## src/hdl/lis_pkg.sv

```systemverilog
// Shared types and constants for the least-loaded interrupt steering block.
// No dependencies; imported by lis_ctrl, lis_dp and the top level.
`default_nettype none

package lis_pkg;

  localparam int PID_W      = 5;
  localparam int BUS_W      = 4;
  localparam int OP_W       = 2;
  localparam int CFG_IDX_W  = 2;
  localparam int CFG_DATA_W = 32;
  localparam int IN_DATA_W  = 8;
  localparam int OUT_DATA_W = 16;

  // Supported range: processors 2..32, buses 1..16 (port fields are fixed width)
  localparam int DEF_NUM_PROCESSORS = 32;
  localparam int DEF_NUM_BUSES      = 16;

  localparam logic [OP_W-1:0] OP_DISTRIBUTE = 2'd0;
  localparam logic [OP_W-1:0] OP_ENABLE     = 2'd1;
  localparam logic [OP_W-1:0] OP_DISABLE    = 2'd2;

  localparam logic KIND_ROUTE   = 1'b0;
  localparam logic KIND_SUMMARY = 1'b1;

  localparam logic [CFG_IDX_W-1:0] REG_BUS_PRESENT   = 2'd0;
  localparam logic [CFG_IDX_W-1:0] REG_BOOT_PROC     = 2'd1;
  localparam logic [CFG_IDX_W-1:0] REG_BOOTBUS_OWNER = 2'd2;

  typedef struct packed {
    logic start;
    logic pick;
    logic scan;
    logic route;
    logic summary;
  } lis_cmd_t;

  typedef struct packed {
    logic pend_empty;
    logic scan_last;
    logic out_full;
  } lis_sts_t;

endpackage

`default_nettype wire

```

## src/hdl/lis_ctrl.sv

```systemverilog
// Operation sequencer: walks pending buses, runs the target scan, emits results.
// Depends on lis_pkg (command and status structs).
`default_nettype none

module lis_ctrl (
  input  wire logic              clk,
  input  wire logic              rst_n,
  input  wire logic              in_valid_i,
  output logic                   in_ready_o,
  input  wire lis_pkg::lis_sts_t sts_i,
  output lis_pkg::lis_cmd_t      cmd_o
);
  import lis_pkg::*;

  localparam logic [2:0] ST_IDLE  = 3'd0;
  localparam logic [2:0] ST_NEXT  = 3'd1;
  localparam logic [2:0] ST_SCAN  = 3'd2;
  localparam logic [2:0] ST_ROUTE = 3'd3;
  localparam logic [2:0] ST_SUM   = 3'd4;

  logic [2:0] state_r;
  logic [2:0] state_nxt;

  assign in_ready_o = (state_r == ST_IDLE);

  always_comb begin
    state_nxt = state_r;
    cmd_o     = '0;
    case (state_r)
      ST_IDLE: begin
        if (in_valid_i) begin
          cmd_o.start = 1'b1;
          state_nxt   = ST_NEXT;
        end
      end
      ST_NEXT: begin
        if (sts_i.pend_empty) begin
          state_nxt = ST_SUM;
        end else begin
          cmd_o.pick = 1'b1;
          state_nxt  = ST_SCAN;
        end
      end
      ST_SCAN: begin
        cmd_o.scan = 1'b1;
        if (sts_i.scan_last) state_nxt = ST_ROUTE;
      end
      ST_ROUTE: begin
        if (!sts_i.out_full) begin
          cmd_o.route = 1'b1;
          state_nxt   = ST_NEXT;
        end
      end
      ST_SUM: begin
        if (!sts_i.out_full) begin
          cmd_o.summary = 1'b1;
          state_nxt     = ST_IDLE;
        end
      end
      default: state_nxt = ST_IDLE;
    endcase
  end

  always_ff @(posedge clk) begin
    if (!rst_n) state_r <= ST_IDLE;
    else        state_r <= state_nxt;
  end

  a_cmd_onehot: assert property (@(posedge clk) disable iff (!rst_n)
    $onehot0({cmd_o.start, cmd_o.pick, cmd_o.scan, cmd_o.route, cmd_o.summary}))
    else $error("more than one datapath command");

  a_no_emit_stalled: assert property (@(posedge clk) disable iff (!rst_n)
    (cmd_o.route || cmd_o.summary) |-> !sts_i.out_full)
    else $error("result emitted into a stalled output");

  a_scan_to_route: assert property (@(posedge clk) disable iff (!rst_n)
    (cmd_o.scan && sts_i.scan_last) |=> (state_r == ST_ROUTE))
    else $error("scan end did not lead to route");

  a_start_idle: assert property (@(posedge clk) disable iff (!rst_n)
    cmd_o.start |=> !in_ready_o)
    else $error("new transaction taken mid-operation");

endmodule

`default_nettype wire

```

## src/hdl/lis_dp.sv

```systemverilog
// Datapath: config registers, enable/assignment state, 8-lane least-loaded scan,
// output register. Depends on lis_pkg; driven by lis_ctrl commands.
`default_nettype none

module lis_dp #(
  parameter int NUM_PROCESSORS = lis_pkg::DEF_NUM_PROCESSORS,
  parameter int NUM_BUSES      = lis_pkg::DEF_NUM_BUSES
) (
  input  wire logic                           clk,
  input  wire logic                           rst_n,
  input  wire logic                           cfg_wr_en,
  input  wire logic [lis_pkg::CFG_IDX_W-1:0]  cfg_index,
  input  wire logic [lis_pkg::CFG_DATA_W-1:0] cfg_wdata,
  input  wire logic [lis_pkg::OP_W-1:0]       op_i,
  input  wire logic [lis_pkg::PID_W-1:0]      pid_i,
  input  wire lis_pkg::lis_cmd_t              cmd_i,
  output lis_pkg::lis_sts_t                   sts_o,
  output logic                                out_valid_o,
  input  wire logic                           out_ready_i,
  output logic                                out_kind_o,
  output logic [lis_pkg::BUS_W-1:0]           out_bus_o,
  output logic [lis_pkg::PID_W-1:0]           out_tgt_o,
  output logic                                out_nt_o,
  output logic                                out_busy_o,
  output logic [lis_pkg::PID_W-1:0]           out_high_o,
  output logic                                out_last_o
);
  import lis_pkg::*;

  localparam int LANES  = 8;
  localparam int LANE_W = 3;
  localparam int GROUPS = (NUM_PROCESSORS + LANES - 1) / LANES;
  localparam int GRP_W  = (GROUPS > 1) ? $clog2(GROUPS) : 1;
  localparam int IDX_W  = GRP_W + LANE_W;
  localparam int SLOTS  = 1 << IDX_W;
  localparam int OFF_W  = IDX_W + 1;
  localparam int CNT_W  = $clog2(NUM_BUSES + 1);
  localparam int BIDX_W = (NUM_BUSES > 1) ? $clog2(NUM_BUSES) : 1;

  // configuration
  logic [15:0]          bus_present_r;
  logic [PID_W-1:0]     boot_proc_r;
  logic [31:0]          bootbus_owner_r;

  // steering state
  logic [SLOTS-1:0]     en_r;
  logic [NUM_BUSES-1:0] mask_r [SLOTS];
  logic [CNT_W-1:0]     cnt_r  [SLOTS];
  logic [PID_W-1:0]     high_r;

  // per-operation state
  logic                 busy_r;
  logic                 nt_any_r;
  logic                 upd_hint_r;
  logic [IDX_W-1:0]     hint_r;
  logic [NUM_BUSES-1:0] pend_r;
  logic [BIDX_W-1:0]    bus_r;
  logic [GRP_W-1:0]     grp_r;
  logic                 best_vld_r;
  logic [CNT_W-1:0]     best_cnt_r;
  logic [OFF_W-1:0]     best_off_r;
  logic [IDX_W-1:0]     best_id_r;

  logic                 out_valid_r;
  logic                 out_kind_r;
  logic [BUS_W-1:0]     out_bus_r;
  logic [PID_W-1:0]     out_tgt_r;
  logic                 out_nt_r;
  logic                 out_busy_r;
  logic [PID_W-1:0]     out_high_r;
  logic                 out_last_r;

  function automatic logic [IDX_W-1:0] next_hint(input logic [PID_W-1:0] p);
    logic [PID_W:0] s;
    s = {1'b0, p} + (PID_W+1)'(1);
    if (s >= (PID_W+1)'(NUM_PROCESSORS)) s = '0;
    return s[IDX_W-1:0];
  endfunction

  // start decode
  logic                 id_ok;
  logic [IDX_W-1:0]     id_s;
  logic [SLOTS-1:0]     low_cand;
  logic                 low_found;
  logic [IDX_W-1:0]     low_id;
  logic [NUM_BUSES-1:0] present;
  logic                 is_enable;
  logic                 is_disable;
  logic [NUM_BUSES-1:0] start_pend;

  assign id_ok   = ({1'b0, pid_i} < (PID_W+1)'(NUM_PROCESSORS));
  assign id_s    = pid_i[IDX_W-1:0];
  assign present = bus_present_r[NUM_BUSES-1:0];
  assign low_cand = en_r & ((SLOTS'(1) << id_s) - SLOTS'(1));
  assign is_enable  = (op_i == OP_ENABLE) && id_ok;
  assign is_disable = (op_i == OP_DISABLE) && id_ok;
  assign start_pend = ((op_i == OP_DISTRIBUTE) || is_enable) ? present :
                      (is_disable ? mask_r[id_s] : '0);

  always_comb begin
    low_found = 1'b0;
    low_id    = '0;
    for (int k = 0; k < SLOTS; k++) begin
      if (low_cand[k]) begin
        low_found = 1'b1;
        low_id    = IDX_W'(k);
      end
    end
  end

  // lowest pending bus
  logic [BIDX_W-1:0] first_bus;
  always_comb begin
    first_bus = '0;
    for (int k = NUM_BUSES - 1; k >= 0; k--) begin
      if (pend_r[k]) first_bus = BIDX_W'(k);
    end
  end

  // one group of LANES candidates per cycle; key is (load, scan offset from hint)
  logic             c_vld;
  logic [CNT_W-1:0] c_cnt;
  logic [OFF_W-1:0] c_off;
  logic [IDX_W-1:0] c_id;
  logic [IDX_W-1:0] l_idx;
  logic [OFF_W-1:0] l_off;

  always_comb begin
    c_vld = best_vld_r;
    c_cnt = best_cnt_r;
    c_off = best_off_r;
    c_id  = best_id_r;
    l_idx = '0;
    l_off = '0;
    for (int l = 0; l < LANES; l++) begin
      l_idx = {grp_r, LANE_W'(l)};
      if (l_idx >= hint_r) l_off = {1'b0, l_idx} - {1'b0, hint_r};
      else l_off = {1'b0, l_idx} + OFF_W'(NUM_PROCESSORS) - {1'b0, hint_r};
      if (en_r[l_idx] && (!c_vld || (cnt_r[l_idx] < c_cnt) ||
                          ((cnt_r[l_idx] == c_cnt) && (l_off < c_off)))) begin
        c_vld = 1'b1;
        c_cnt = cnt_r[l_idx];
        c_off = l_off;
        c_id  = l_idx;
      end
    end
  end

  logic was_set;
  assign was_set = mask_r[best_id_r][bus_r];

  assign sts_o = '{pend_empty: (pend_r == '0),
                   scan_last:  (grp_r == GRP_W'(GROUPS - 1)),
                   out_full:   (out_valid_r && !out_ready_i)};

  // configuration writes
  always_ff @(posedge clk) begin
    if (!rst_n) begin
      bus_present_r   <= '0;
      boot_proc_r     <= '0;
      bootbus_owner_r <= '0;
    end else if (cfg_wr_en) begin
      case (cfg_index)
        REG_BUS_PRESENT:   bus_present_r   <= cfg_wdata[15:0];
        REG_BOOT_PROC:     boot_proc_r     <= cfg_wdata[PID_W-1:0];
        REG_BOOTBUS_OWNER: bootbus_owner_r <= cfg_wdata;
        default: ;
      endcase
    end
  end

  // steering state and operation control
  always_ff @(posedge clk) begin
    if (!rst_n) begin
      en_r       <= '0;
      high_r     <= '0;
      pend_r     <= '0;
      best_vld_r <= 1'b0;
      nt_any_r   <= 1'b0;
      busy_r     <= 1'b0;
      upd_hint_r <= 1'b0;
      hint_r     <= '0;
      grp_r      <= '0;
      for (int k = 0; k < SLOTS; k++) begin
        mask_r[k] <= '0;
        cnt_r[k]  <= '0;
      end
    end else begin
      if (cmd_i.start) begin
        nt_any_r   <= 1'b0;
        busy_r     <= is_disable && ((pid_i == boot_proc_r) || bootbus_owner_r[pid_i]);
        upd_hint_r <= !is_disable;
        hint_r     <= is_disable ? next_hint(pid_i) : next_hint(boot_proc_r);
        pend_r     <= start_pend;
        case (op_i)
          OP_ENABLE: begin
            if (id_ok) begin
              en_r[id_s] <= 1'b1;
              for (int k = 0; k < SLOTS; k++) begin
                mask_r[k] <= '0;
                cnt_r[k]  <= '0;
              end
              if (pid_i > high_r) high_r <= pid_i;
            end
          end
          OP_DISABLE: begin
            if (id_ok) begin
              en_r[id_s]   <= 1'b0;
              mask_r[id_s] <= '0;
              cnt_r[id_s]  <= '0;
              if ((pid_i == high_r) && low_found) high_r <= PID_W'(low_id);
            end
          end
          default: ;
        endcase
      end
      if (cmd_i.pick) begin
        pend_r[first_bus] <= 1'b0;
        grp_r             <= '0;
        best_vld_r        <= 1'b0;
      end
      if (cmd_i.scan) begin
        grp_r      <= grp_r + GRP_W'(1);
        best_vld_r <= c_vld;
      end
      if (cmd_i.route) begin
        if (best_vld_r) begin
          mask_r[best_id_r][bus_r] <= 1'b1;
          if (!was_set) cnt_r[best_id_r] <= cnt_r[best_id_r] + CNT_W'(1);
          if (upd_hint_r) hint_r <= next_hint(PID_W'(best_id_r));
        end else begin
          nt_any_r <= 1'b1;
        end
      end
    end
  end

  // search payload
  always_ff @(posedge clk) begin
    if (cmd_i.pick) bus_r <= first_bus;
    if (cmd_i.scan) begin
      best_cnt_r <= c_cnt;
      best_off_r <= c_off;
      best_id_r  <= c_id;
    end
  end

  // output register
  always_ff @(posedge clk) begin
    if (!rst_n) begin
      out_valid_r <= 1'b0;
    end else if (cmd_i.route || cmd_i.summary) begin
      out_valid_r <= 1'b1;
    end else if (out_ready_i) begin
      out_valid_r <= 1'b0;
    end
  end

  always_ff @(posedge clk) begin
    if (cmd_i.route) begin
      out_kind_r <= KIND_ROUTE;
      out_bus_r  <= BUS_W'(bus_r);
      out_tgt_r  <= best_vld_r ? PID_W'(best_id_r) : '0;
      out_nt_r   <= !best_vld_r;
      out_busy_r <= busy_r;
      out_high_r <= high_r;
      out_last_r <= 1'b0;
    end else if (cmd_i.summary) begin
      out_kind_r <= KIND_SUMMARY;
      out_bus_r  <= '0;
      out_tgt_r  <= '0;
      out_nt_r   <= nt_any_r || (en_r == '0);
      out_busy_r <= busy_r;
      out_high_r <= high_r;
      out_last_r <= 1'b1;
    end
  end

  assign out_valid_o = out_valid_r;
  assign out_kind_o  = out_kind_r;
  assign out_bus_o   = out_bus_r;
  assign out_tgt_o   = out_tgt_r;
  assign out_nt_o    = out_nt_r;
  assign out_busy_o  = out_busy_r;
  assign out_high_o  = out_high_r;
  assign out_last_o  = out_last_r;

  a_target_enabled: assert property (@(posedge clk) disable iff (!rst_n)
    (cmd_i.route && best_vld_r) |-> en_r[best_id_r])
    else $error("route target is not enabled");

  a_summary_drained: assert property (@(posedge clk) disable iff (!rst_n)
    cmd_i.summary |-> (pend_r == '0))
    else $error("summary with buses still pending");

  a_pick_nonempty: assert property (@(posedge clk) disable iff (!rst_n)
    cmd_i.pick |-> (pend_r != '0))
    else $error("bus picked from empty pending set");

endmodule

`default_nettype wire

```

## src/hdl/least_loaded_interrupt_steering.sv

```systemverilog
// Top level of the least-loaded interrupt steering block.
// Depends on lis_pkg, lis_ctrl and lis_dp.
//
// One operation (distribute, enable or disable a processor) is taken at a time;
// in_tready is high only between operations. Each bus routed takes a pick
// step, the least-loaded scan that examines eight processors per cycle, and
// a route step that writes the result; route and summary wait while the
// output side stalls. The summary follows once no bus is left pending.
// Configuration is written through cfg_wr_en/cfg_index/cfg_wdata; the user
// must write it only between operations, which the block does not enforce.
// Supported: NUM_PROCESSORS 2..32, NUM_BUSES 1..16.
`default_nettype none

module least_loaded_interrupt_steering #(
  parameter int NUM_PROCESSORS = lis_pkg::DEF_NUM_PROCESSORS,
  parameter int NUM_BUSES      = lis_pkg::DEF_NUM_BUSES
) (
  input  wire logic                           clk,
  input  wire logic                           rst_n,
  input  wire logic                           cfg_wr_en,
  input  wire logic [lis_pkg::CFG_IDX_W-1:0]  cfg_index,
  input  wire logic [lis_pkg::CFG_DATA_W-1:0] cfg_wdata,
  input  wire logic                           in_tvalid,
  output logic                                in_tready,
  // [1:0] opcode, [6:2] processor_id, [7] zero
  input  wire logic [lis_pkg::IN_DATA_W-1:0]  in_tdata,
  output logic                                out_tvalid,
  input  wire logic                           out_tready,
  // [3:0] bus_index, [8:4] target_processor, [9] no_target, [10] busy_res,
  // [15:11] highest_enabled
  output logic [lis_pkg::OUT_DATA_W-1:0]      out_tdata,
  // [0] kind
  output logic                                out_tuser,
  output logic                                out_tlast
);
  import lis_pkg::*;

  lis_cmd_t          cmd;
  lis_sts_t          sts;
  logic [BUS_W-1:0]  o_bus;
  logic [PID_W-1:0]  o_tgt;
  logic              o_nt;
  logic              o_busy;
  logic [PID_W-1:0]  o_high;

  lis_ctrl u_ctrl (
    .clk        (clk),
    .rst_n      (rst_n),
    .in_valid_i (in_tvalid),
    .in_ready_o (in_tready),
    .sts_i      (sts),
    .cmd_o      (cmd)
  );

  lis_dp #(
    .NUM_PROCESSORS (NUM_PROCESSORS),
    .NUM_BUSES      (NUM_BUSES)
  ) u_dp (
    .clk         (clk),
    .rst_n       (rst_n),
    .cfg_wr_en   (cfg_wr_en),
    .cfg_index   (cfg_index),
    .cfg_wdata   (cfg_wdata),
    .op_i        (in_tdata[OP_W-1:0]),
    .pid_i       (in_tdata[OP_W+PID_W-1:OP_W]),
    .cmd_i       (cmd),
    .sts_o       (sts),
    .out_valid_o (out_tvalid),
    .out_ready_i (out_tready),
    .out_kind_o  (out_tuser),
    .out_bus_o   (o_bus),
    .out_tgt_o   (o_tgt),
    .out_nt_o    (o_nt),
    .out_busy_o  (o_busy),
    .out_high_o  (o_high),
    .out_last_o  (out_tlast)
  );

  assign out_tdata = {o_high, o_busy, o_nt, o_tgt, o_bus};

endmodule

`default_nettype wire
```

## config.mk

```make
export PLATFORM = sky130hd
export DESIGN_NAME = least_loaded_interrupt_steering
export DESIGN_NICKNAME = d
export VERILOG_FILES = /design/src/hdl/lis_pkg.sv /design/src/hdl/lis_ctrl.sv /design/src/hdl/lis_dp.sv /design/src/hdl/least_loaded_interrupt_steering.sv
export SDC_FILE = /design/constraint.sdc
export NUM_CORES = 2
export LEC_CHECK = 0
export ABC_AREA = 1
export BUFFER_PORTS_ARGS = -buffer_cell sky130_fd_sc_hd__buf_2
export CAP_MARGIN = 20
export CORE_MARGIN = 2
export CORE_UTILIZATION = 53
export CTS_CLUSTER_SIZE = 25
export DETAILED_ROUTE_END_ITERATION = 10
export HOLD_SLACK_MARGIN = 0.15
export PLACE_DENSITY = 0.69
export RECOVER_POWER = 100
export SKIP_LAST_GASP = 1
export SLEW_MARGIN = 20
export SYNTH_ARGS = -nofsm -noshare
export SYNTH_HDL_FRONTEND = slang
export SYNTH_SLANG_ARGS = --single-unit
```

## constraint.sdc

```tcl
create_clock -name clk -period 27.8 [get_ports clk]
set_input_delay 5.56 -clock clk [delete_from_list [all_inputs] [get_ports clk]]
set_output_delay 5.56 -clock clk [all_outputs]
set_load 0.05 [all_outputs]
```

==> results.sh <==
export IMPL_clock_sinks=832
export IMPL_die_w_um=315
export IMPL_fin_worst_skew_ns=0.0229
export IMPL_syn_area_per_cell_um2=7.61
export IMPL_drt_total_wl_mm=173
export IMPL_swShare_pct=38.5
export IMPL_yosysSeqAreaShare_pct=46.2
export IMPL_reg2reg_from="u_dp.grp_r[0]"
export IMPL_synth_fa_ha_area_share_pct=2.89
export IMPL_antenna_found_initial=6
export IMPL_grt_pass1_wl_mm=259
export IMPL_cts_root_buf="clkbuf_16"
export IMPL_grt_overflow=0
export IMPL_worstMarginPinSlew_ns=4.85
export IMPL_drive_above_1_share_pct=4.71
export IMPL_top_layer_used="met5"
export IMPL_portBuffers=65
export IMPL_dp_slack_ns=13.60
export IMPL_dieArea_um2=99500
export IMPL_die_h_um=315
export IMPL_dp_hpwl_mm=107
export IMPL_clk_pin_slew_ns=0.06
export IMPL_path_buf_inv=9
export IMPL_layout_common_cells="o21ai_0, nor2_1, nand2_1"
export IMPL_hold_class="reg -> reg"
export IMPL_wl_met2_mm=78.5
export IMPL_met1Wirelength_mm=64.3
export IMPL_pwr_share_comb_pct=35.6
export IMPL_synthFlopType="edfxtp_1"
export IMPL_path_max_fanout=126
export IMPL_p_leak_nw=19.7
export IMPL_cts_resized=0
export IMPL_design_area_um2=54600
export IMPL_fin_crit_ns=21.06
export IMPL_synth_edf_count=708
export IMPL_async_flop_share_pct=0
export IMPL_start_kind="input pin"
export IMPL_crit_chain="buf_2 -> clkbuf_1 -> clkinv_1 -> clkbuf_1 -> nor2_1 -> clkinvlp_2 -> clkbuf_1 -> o21ai_0 -> inv_1 -> nor2_1 -> inv_1 -> nor2_1 -> inv_1 -> o21ai_0"
export IMPL_vias_per_cell=6.30
export IMPL_cap_viol_max_count=24
export IMPL_final_common_cell="o21ai_0"
export IMPL_critPathMaxStageDelay_ns=3.77
export IMPL_grt_pass1_vias=44700
export IMPL_crit_path_start="rst_n"
export IMPL_num_antenna_cells=0
export IMPL_syn_inst=6757
export IMPL_r2r_cells=77
export IMPL_synth_mux_area_share_pct=0
export IMPL_intPower_mw=2.66
export IMPL_drtAntennaViolNets=0
export IMPL_min_from="u_dp.bootbus_owner_r[13]"
export IMPL_synth_seq_cells=832
export IMPL_core_area_um2=96400
export IMPL_cts_made_buffers=92
export IMPL_wl_per_cell_um=22.2
export IMPL_reg2reg_slack_ns=9.14
export IMPL_rows=114
export IMPL_yosys_warnings=0
export IMPL_period_share_pct=75.8
export IMPL_clockBufferDepth=3
export IMPL_cts_tree="yes"
export IMPL_reg2reg_to="u_dp.best_off_r[0]"
export IMPL_cts_setup_buffers=0
export IMPL_synth_simple_gate_area_share_pct=20.4
export IMPL_fin_ws_ns=6.74
export IMPL_hold_viol=0
export IMPL_floorplan_initialDensity_pct=53.3
export IMPL_pwr_share_seq_pct=35.9
export IMPL_violations="max-capacitance violations, max-slew violations"
export IMPL_synth_fp_nets=6921
export IMPL_drc=0
export IMPL_placed_cell_area_um2=51900
export IMPL_gp_congestion=0.986
export IMPL_dr_pass1_iters=9
export IMPL_postLayoutCoreUtil_pct=56.7
export IMPL_required_ns=28.17
export IMPL_p_clk_share_pct=28.5
export IMPL_fillCellCount=8929
export IMPL_timing_critical_path_slowest_stage_cell="clkinvlp_2"
export IMPL_fin_tns_setup_ns=0
export IMPL_clk_latency_ns=0.69
export IMPL_worst_ir_drop_vdd_mv=0.0512
export IMPL_path_class="in -> reg"
export IMPL_hold_depth=2
export IMPL_hold_buffers=0
export IMPL_fmax_mhz=47.5
export IMPL_powerDensity_nw_per_um2=79.2
export IMPL_ys_types=61
export IMPL_finalSetupViolCount=0
export IMPL_min_to="u_dp.bootbus_owner_r[13]"
export IMPL_synth_cell_area_um2=51400
export IMPL_synth_top_family_by_area="compound AO/OA/AOI/OAI gates"
export IMPL_rsz0062_at_grt="no"
export IMPL_synth_compound_area_share_pct=22.4
export IMPL_vias=49000
export IMPL_synth_xor_area_share_pct=0.392
export IMPL_cp_end_kind="flop"
export IMPL_grt_max_degree=205
export IMPL_cp_arrival_ns=21.43
export IMPL_nets=6588
export IMPL_fin_cells=7773
export IMPL_slew_headroom_pct=-225
export IMPL_area_delta_synth_final_pct=6.27
export IMPL_dr_wl_met3_mm=18.9
export IMPL_crit_family="buffers and inverters"
export IMPL_drv_slew=674
export IMPL_status="complete, but fails checks"
export IMPL_ios=67
export IMPL_cts_max_level=3
export IMPL_grt_usage_pct=33.7
export IMPL_drt_iter0_drc=6582
export IMPL_dpl_cell_count=7605
export IMPL_p_sw_mw=1.66
## worst max path at each step
stage	to	slack (ns)	cells past startpoint
2_1_floorplan	u_dp.best_id_r[0]	15.84	90
3_3_place_gp	u_dp.best_id_r[3]	13.72	77
3_5_place_dp	u_dp.best_id_r[3]	13.60	79
4_1_cts	u_dp.best_id_r[3]	13.52	78
5_1_grt	u_dp.mask_r[13][5]	6.11	14
6_report	u_dp.mask_r[3][1]	6.74	14
## kinds of logic (layout without fill, tap and decap cells)
family,Yosys count,after routing
compound gates,2154,2154
xor+xnor,23,23
fa+ha+maj,117,117
buf+inv,1012,752
flops,832,832
simple gates,2619,2619
## metrics by stage
stage          hold WS [ns]  total power, mW
2_1_floorplan         0.408             2.67
3_3_place_gp          0.437             3.06
4_1_cts               0.453             4.31
3_5_place_dp          0.436             3.09
5_1_grt               0.457             4.57
6_report              0.457             4.33
## flip-flops by register name (all words and copies together), names as in the netlist, 2 cells and up, named ones only
signal                flops
u_dp.bus_r                4
u_dp.cnt_r              160
u_dp.mask_r             512
u_dp.out_high_o           5
u_dp.best_off_r           6
u_dp.boot_proc_r          5
u_ctrl.state_r            3
u_dp.out_bus_o            4
u_dp.best_cnt_r           5
u_dp.bus_present_r       16
u_dp.out_tgt_o            5
u_dp.grp_r                2
u_dp.best_id_r            5
u_dp.pend_r              16
u_dp.bootbus_owner_r     32
u_dp.hint_r               5
u_dp.high_r               5
## worst min-delay path: stages, from the launching register on
cell and delay [ns]:
dfxtp_1 0.30, inv_1 0.06, a21oi_1 0.05
## Yosys cell counts, types with 5 or more instances
library cell / count / area share (%)
xnor2_1: 6 / 0.10
xor2_1: 17 / 0.29
a221oi_1: 20 / 0.34
nand2_2: 16 / 0.19
clkinv_1: 14 / 0.10
nand2_1: 990 / 7.2
buf_6: 6 / 0.13
clkbuf_1: 517 / 3.8
edfxtp_1: 708 / 41
o21a_1: 8 / 0.12
inv_1: 415 / 3.0
nor3_1: 150 / 1.5
clkbuf_8: 7 / 0.19
o311ai_0: 8 / 0.14
o22ai_1: 84 / 1.0
nand4_1: 68 / 0.83
a21oi_1: 406 / 4.0
nor2_1: 1258 / 9.2
nor4_1: 14 / 0.17
a311oi_1: 8 / 0.14
a31oi_1: 9 / 0.11
a211oi_1: 8 / 0.12
a32o_1: 7 / 0.14
o211ai_1: 78 / 1.1
nand3_1: 104 / 1.0
dfxtp_1: 124 / 4.8
buf_4: 6 / 0.088
o21ai_0: 1455 / 14
a22oi_1: 8 / 0.12
a22o_1: 11 / 0.19
ha_1: 114 / 2.8
or2_2: 7 / 0.085
buf_1: 36 / 0.26
o2111ai_1: 5 / 0.085
o21ai_2: 9 / 0.15
o221ai_1: 9 / 0.15
## area by class of cell
type / count / area [um2] / area share [%]
clock inverter: 54 / 468 / 0.857
tap: 1276 / 1600 / 2.92
sequential: 832 / 23700 / 43.5
multi-input combinational: 4913 / 23700 / 43.5
timing repair buffer: 150 / 933 / 1.71
inverter: 435 / 1660 / 3.03
clock buffer: 113 / 2490 / 4.55
## routing by layer
metal	vias up	global-route usage, %
met4	10	19.1
met1	23000	43.4
met3	586	6.16
li1	22500	-
met5	-	0
met2	2863	53.7
## power by group through the flow
stage          logic [mW]  clock network (mW)  registers (mW)
2_1_floorplan        1.11                   0            1.56
3_3_place_gp         1.48                   0            1.57
3_5_place_dp         1.52                   0            1.58
4_1_cts              1.53                1.23            1.55
5_1_grt              1.73                1.28            1.56
6_report             1.54                1.23            1.55
No activity file was read; power rests on OpenSTA's default activity.
